==> src/hdl/lci_pkg.sv <==
// Shared types and constants of the line and circle intersection unit.
`default_nettype none

package lci_pkg;

   typedef enum logic [1:0] {
      LCI_POINT    = 2'd0,
      LCI_MISS     = 2'd1,
      LCI_VERTICAL = 2'd2
   } status_type;

   localparam int LIMB_BITS = 32;

endpackage

`default_nettype wire

==> src/hdl/lci_mul.sv <==
// Two-stage signed multiplier built from registered 32x32 partial products.
`default_nettype none

module lci_mul #(
   parameter int A_BITS = 32,
   parameter int B_BITS = 32
) (
   input  wire logic                            clock,
   input  wire logic                            enable,
   input  wire logic signed [A_BITS-1:0]        op_a,
   input  wire logic signed [B_BITS-1:0]        op_b,
   output logic signed [A_BITS+B_BITS-1:0]      product
);

   localparam int LIMB   = lci_pkg::LIMB_BITS;
   localparam int P_BITS = A_BITS + B_BITS;
   localparam int N      = (P_BITS + LIMB - 1) / LIMB;
   localparam int X_BITS = N * LIMB;

   logic [X_BITS-1:0] a_ext;
   logic [X_BITS-1:0] b_ext;
   logic [2*LIMB-1:0] pp_ff [N][N];
   logic [X_BITS-1:0] acc_in;
   logic [X_BITS-1:0] acc_ff;

   assign a_ext = X_BITS'(op_a);
   assign b_ext = X_BITS'(op_b);

   always_ff @(posedge clock) begin
      if (enable) begin
         for (int i = 0; i < N; i++) begin
            for (int j = 0; j < N; j++) begin
               pp_ff[i][j] <= (i + j < N) ?
                  (2*LIMB)'(a_ext[i*LIMB +: LIMB]) * (2*LIMB)'(b_ext[j*LIMB +: LIMB]) : '0;
            end
         end
         acc_ff <= acc_in;
      end
   end

   always_comb begin
      acc_in = '0;
      for (int i = 0; i < N; i++) begin
         for (int j = 0; j < N; j++) begin
            if (i + j < N) begin
               acc_in = acc_in + (X_BITS'(pp_ff[i][j]) << (LIMB * (i + j)));
            end
         end
      end
   end

   assign product = signed'(acc_ff[P_BITS-1:0]);

endmodule

`default_nettype wire

==> config.mk <==
export PLATFORM = sky130hd
export DESIGN_NAME = lci_mul
export DESIGN_NICKNAME = d
export VERILOG_FILES = /design/src/hdl/lci_pkg.sv /design/src/hdl/lci_mul.sv
export SDC_FILE = /design/constraint.sdc
export NUM_CORES = 2
export LEC_CHECK = 0
export ABC_CLOCK_PERIOD_IN_PS = 11350
export BUFFER_PORTS_ARGS = -buffer_cell sky130_fd_sc_hd__buf_2
export CAP_MARGIN = 25
export CORE_MARGIN = 3
export CORE_UTILIZATION = 65
export CTS_CLUSTER_SIZE = 28
export DETAILED_ROUTE_END_ITERATION = 10
export HOLD_SLACK_MARGIN = 0.08
export PLACE_DENSITY_LB_ADDON = 0.12
export SYNTH_ARGS = -nofsm -noshare
export SYNTH_HDL_FRONTEND = slang
export SYNTH_SLANG_ARGS = --single-unit
==> constraint.sdc <==
create_clock -name clock -period 11.35 [get_ports clock]
set_clock_uncertainty 0.1 [all_clocks]
set_input_delay 1.7025 -clock clock [delete_from_list [all_inputs] [get_ports clock]]
set_output_delay 1.7025 -clock clock [all_outputs]
set_load 0.1 [all_outputs]
# Word level (Yosys, flattened, before mapping)
# Memory sizes are Yosys's and may differ from the RTL's.
# Index checks and enable logic that the tools add are counted.
[word_totals]
register_bits = 64
mem_bits_rw = 256
input_bits = 66
output_inout_bits = 64
wordCells = 9
n_memories = 1
[classes]
add_sub_neg = 2
mul = 3
muxes = 2
[mem_list]
columns = ["memory", "depth", "width", "read_ports", "rd_clocked_by_memory_dff", "write_ports", "line", "text"]
rows = [
  ["pp_ff", 2, 128, 2, 0, 2, "lci_mul.sv:22", "logic [2*LIMB-1:0] pp_ff [N][N];"],
]
[op_table]
columns = ["cell", "count"]
rows = [
  ["32-bit by 32-bit multiplier with 64-bit output", 3],
  ["64-bit adder", 2],
  ["1-bit 2-to-1 mux", 2],
]

# Logic depth before layout (Yosys ltp)
# An unclocked memory read counts as a cell.
[logic_depth]
word_depth = 3
depth_mapped = 29
ltp_nobuf = 28

# Least setup slack after synthesis
# Ideal clock, no wire load.
[synth_path]
kind = "input-to-reg"
from = "input port op_b[31]"
to = "memory pp_ff[0][31] (netlist bit), data pin"
setup_time_ns = 0.260
t_arrival_ns = 8.775
t_required_ns = 10.990
slack_ns = 2.216
stages = 27
n_path_buf = 3
cell_sequence = "clkbuf_1 -> clkbuf_1 -> clkbuf_1 -> and2_1 -> inv_1 -> fa_1 -> inv_1 -> fa_1 -> inv_1 -> fa_1 -> fa_1 -> inv_1 -> fa_1 -> inv_1 -> fa_1 -> fa_1 -> fa_1 -> inv_1 -> ha_1 -> nand3_1 -> nor4_1 -> a21oi_1 -> a21boi_0 -> nor2_1 -> o211ai_1 -> a41oi_1 -> xnor2_1"
[synth_rtl]
columns = ["item", "line", "text"]
rows = [
  ["start, declared", "lci_mul.sv:11", "input wire logic signed [B_BITS-1:0] op_b,"],
  ["end, declared", "lci_mul.sv:22", ""],
]

==> summary by stage <==
Clock network
The root buffer cell chosen for the clock tree is sky130_fd_sc_hd__clkbuf_16. The clock-pin slew of the registers on the worst-case setup and hold paths is ~90 ps. The clock latency on the worst-skew pair is ~530 ps. The clock passes through at most 2 buffers.

The H-tree generated during clock tree synthesis spans 4 levels. The setup fix buffers added after clock tree synthesis is 0. The CTS tree is yes. After clock tree synthesis, the repair step resized 0 gates. The number of hold-repair buffers added at the cts stage is 0.

In this run, CTS created clock tree buffers numbering 17. The clock net in this run drives a total of 192 sinks.

STA
The final critical-path required period is 10090 ps. The final number of setup-violating endpoints is 0. The sum of negative setup slack is 0 ps. At the pin with the least slew margin, the transition time is 1040 ps. The final max-slew violation count was 0.

The final-report hold violation count was 0. Headroom to the max-slew limit came out at between 30 and 40%. The maximum operating frequency is between 0.09 and 0.1 GHz. The post-route fraction of the period consumed by the critical path is 88.9%. Setup repair after global routing left no endpoint under its margin.

Route
In the final routed layout, each cell accounts on average for 21.8 um. The total wirelength of the detailed-routed design is 148000 um. The detail route stage leaves a number of antenna-violating nets equal to 0. In this run, the number of DRC markers left after iteration 0 of detailed routing was approximately 2400. The detailed router placed 38500 vias in this run. After detailed routing, the number of vias per cell comes to around 5.7. The number of iterations in the first detailed-routing pass is 7.

After detailed routing, the number of remaining DRC violations is 0.

Yosys
The number of synthesized register bits is about 190. The share of async-settable or async-resettable flops after synthesis is 0%. The average instance in the mapped netlist occupies 9.99 um2. The most used flip-flop cell after synthesis is sky130_fd_sc_hd__edfxtp_1. The sequential area share after synthesis is 10.2%. The count of flip-flops with a built-in enable after synthesis is 192. The cell area that synthesis handed to floorplanning was 56400 um2. The number of standard cells after synthesis is between 5000 and 6000. The number of different library cells in the post-synthesis netlist is 70. When the netlist entered floorplanning its net count stood at 7562.

The Yosys step of the flow raised 0 warnings.

Setup path
The logic depth of the worst register-to-register path is 14. The startpoint identified for the worst register-to-register timing path is pp_ff[0][1]. The setup check on the worst reg-to-reg path leaves a slack of approximately 6600 ps. The data arrival time of the critical path is 10250 ps. The sort of element at the end of the critical path is a flop. Of all nets on the critical path, the largest fanout is 33. The worst setup path is of the in -> reg kind.

The nature of the critical path startpoint is a primary input. The critical register-to-register path endpoint is product[63]. The required time of the critical path is 11510 ps.

Min path
Counting instances, the worst hold path has a depth of 0. The path with the worst hold slack has its endpoint at product[30]. The source of the worst hold timing path is pp_ff[0][94]. The min-delay analysis places its worst path in the category reg -> reg.

Floorplan
The height of the chip is 301 um. The site row count is 107. The starting density of the core is 65.9%. The top-level port count is 130.

The die covers 90400 um2. The area inside the core boundary is approximately 86000 um2. The width of the die is between 300 and 400 um.

Cells and area
The count of cells in the finished layout, fillers not included, comes to a little under 7000. In the final design database the tool counted 7558 nets. The layout overhead on the synthesized area is 4.21%. In the layout the commonest cells are sky130_fd_sc_hd__inv_1 (1455), sky130_fd_sc_hd__fa_1 (1320), sky130_fd_sc_hd__and2_1 (618), sky130_fd_sc_hd__ha_1 (529), sky130_fd_sc_hd__nand2_1 (502).

In the final layout, the share of cells above drive strength 1 is 4.33%. Leaving out fill and tap cells, the most frequent cell in the layout is sky130_fd_sc_hd__inv_1.

Placement
Detailed placement ended at an HPWL of between 100000 and 150000 um. In this run, placement finished with an instance count of 6768. The quantity of I/O buffers inserted on ports is approximately 130.

At the end of routability-driven placement, the weighted congestion stood at 0.993.

Global route
The number of global-route vias before repair came to between 40000 and 50000. The pin count of the biggest net entering global routing is 77. Summed over all layers, the global routing overflow is 0. Global routing used 34.9% of the available tracks. The first-pass GRT wire length is 236000 um. The initial antenna violation count is 6.

Job
The number of max-cap violations is 0.

Run status
The run finished with clean final reports.
[state kept, by name, indices dropped and copies added, names as in the netlist]
register  count
pp_ff       128
product      64
[critical path, cell delays in order]
cell	delay [ps]
sky130_fd_sc_hd__buf_2	670
sky130_fd_sc_hd__nand2_1	320
sky130_fd_sc_hd__inv_1	150
sky130_fd_sc_hd__fa_1	530
sky130_fd_sc_hd__inv_1	150
sky130_fd_sc_hd__fa_1	530
sky130_fd_sc_hd__fa_1	550
sky130_fd_sc_hd__fa_1	1000
sky130_fd_sc_hd__inv_1	380
sky130_fd_sc_hd__fa_1	520
sky130_fd_sc_hd__ha_1	290
sky130_fd_sc_hd__inv_1	50
sky130_fd_sc_hd__fa_1	460
sky130_fd_sc_hd__fa_1	520
sky130_fd_sc_hd__inv_1	40
sky130_fd_sc_hd__ha_1	360
sky130_fd_sc_hd__a21o_1	190
sky130_fd_sc_hd__a21o_1	200
sky130_fd_sc_hd__a2111oi_0	410
sky130_fd_sc_hd__a21oi_1	140
sky130_fd_sc_hd__o211ai_1	300
sky130_fd_sc_hd__a31oi_1	210
sky130_fd_sc_hd__nand4_1	140
sky130_fd_sc_hd__nand4b_1	120
sky130_fd_sc_hd__a21oi_1	200
sky130_fd_sc_hd__xnor2_1	80
[worst max path at each step]
stage	from	to	slack, ps	depth (start not counted)
finish	op_a[31]	pp_ff[1][95]	1260	26
global route	op_a[31]	pp_ff[1][95]	790	26
CTS	op_a[31]	pp_ff[1][95]	1330	26
detailed placement	op_a[31]	pp_ff[1][95]	830	26
global placement	op_a[31]	pp_ff[1][95]	880	26
floorplan	op_b[31]	pp_ff[0][31]	2220	27
[synthesized netlist by cell type, types with 7 or more instances]
master	count	area [um2]
sky130_fd_sc_hd__and2_1	618	3870
sky130_fd_sc_hd__fa_1	1320	26400
sky130_fd_sc_hd__and3_1	16	100
sky130_fd_sc_hd__a211oi_1	12	90.1
sky130_fd_sc_hd__xnor2_1	151	1320
sky130_fd_sc_hd__clkbuf_1	210	788
sky130_fd_sc_hd__nor3_1	21	105
sky130_fd_sc_hd__o211ai_1	8	60.1
sky130_fd_sc_hd__inv_1	1455	5460
sky130_fd_sc_hd__or3_1	8	50.1
sky130_fd_sc_hd__ha_1	529	6620
sky130_fd_sc_hd__nand2_1	502	1880
sky130_fd_sc_hd__o21bai_1	28	210
sky130_fd_sc_hd__a21o_1	68	510
sky130_fd_sc_hd__nand2b_1	23	144
sky130_fd_sc_hd__nand4_1	10	62.6
sky130_fd_sc_hd__a31oi_1	14	87.6
sky130_fd_sc_hd__nand3_1	23	115
sky130_fd_sc_hd__nor2_1	64	240
sky130_fd_sc_hd__edfxtp_1	192	5770
sky130_fd_sc_hd__o21ai_0	63	315
sky130_fd_sc_hd__o22ai_1	7	43.8
sky130_fd_sc_hd__xor2_1	60	526
sky130_fd_sc_hd__nor2b_1	13	81.3
sky130_fd_sc_hd__a21oi_1	122	611
sky130_fd_sc_hd__o21a_1	22	165
[layout make-up]
cell class / count / area [um2]
Multi-Input combinational cell: 3786 / 44400
Fill cell: 6703 / 26800
Sequential cell: 192 / 5770
Inverter: 1455 / 5460
Tap cell: 1144 / 1430
Timing Repair Buffer: 191 / 1120
Clock buffer: 17 / 425
Clock inverter: 15 / 198
Antenna cell: 2 / 5.00
[metrics by stage]
stage / cell area (um2) / hold WS (ps) / setup WS (ps) / util [%]
after floorplan: 56400 / 300 / 2220 / -
after global placement: 58200 / 302 / 883 / 68.0
after detailed placement: 58200 / 305 / 830 / 68.0
after CTS: 58800 / 316 / 1330 / 68.7
after global routing: 58800 / 330 / 795 / 68.7
final: 58800 / 310 / 1260 / 68.7
[routing by layer]
layer | GRT usage (%) | part of all wire (%) | wire length [um]
met1 | 42.7 | 36 | 53900
met4 | 19.8 | 7.0 | 10400
met5 | 0 | 0.0088 | 13
met2 | 59.3 | 50 | 74400
met3 | 5.34 | 6.6 | 9770
[cell families (layout without fill, tap and decap cells)]
group | Yosys count | in the layout | share of synthesized area [%]
buffers and inverters | 1669 | 1678 | 11.1
adder cells (fa/ha/maj) | 1852 | 1852 | 58.6
XOR/XNOR | 211 | 211 | 3.28
multiplexers | 1 | 1 | 0.0177
AND/OR/NAND/NOR | 1320 | 1320 | 12.1
flip-flops | 192 | 192 | 10.2
other | 0 | 2 | 0
AO/OA/AOI/OAI | 402 | 402 | 4.68
Power is left out: the tool's default activity adds up to more than one toggle a clock period on the data nets, which glitch-free logic cannot reach.
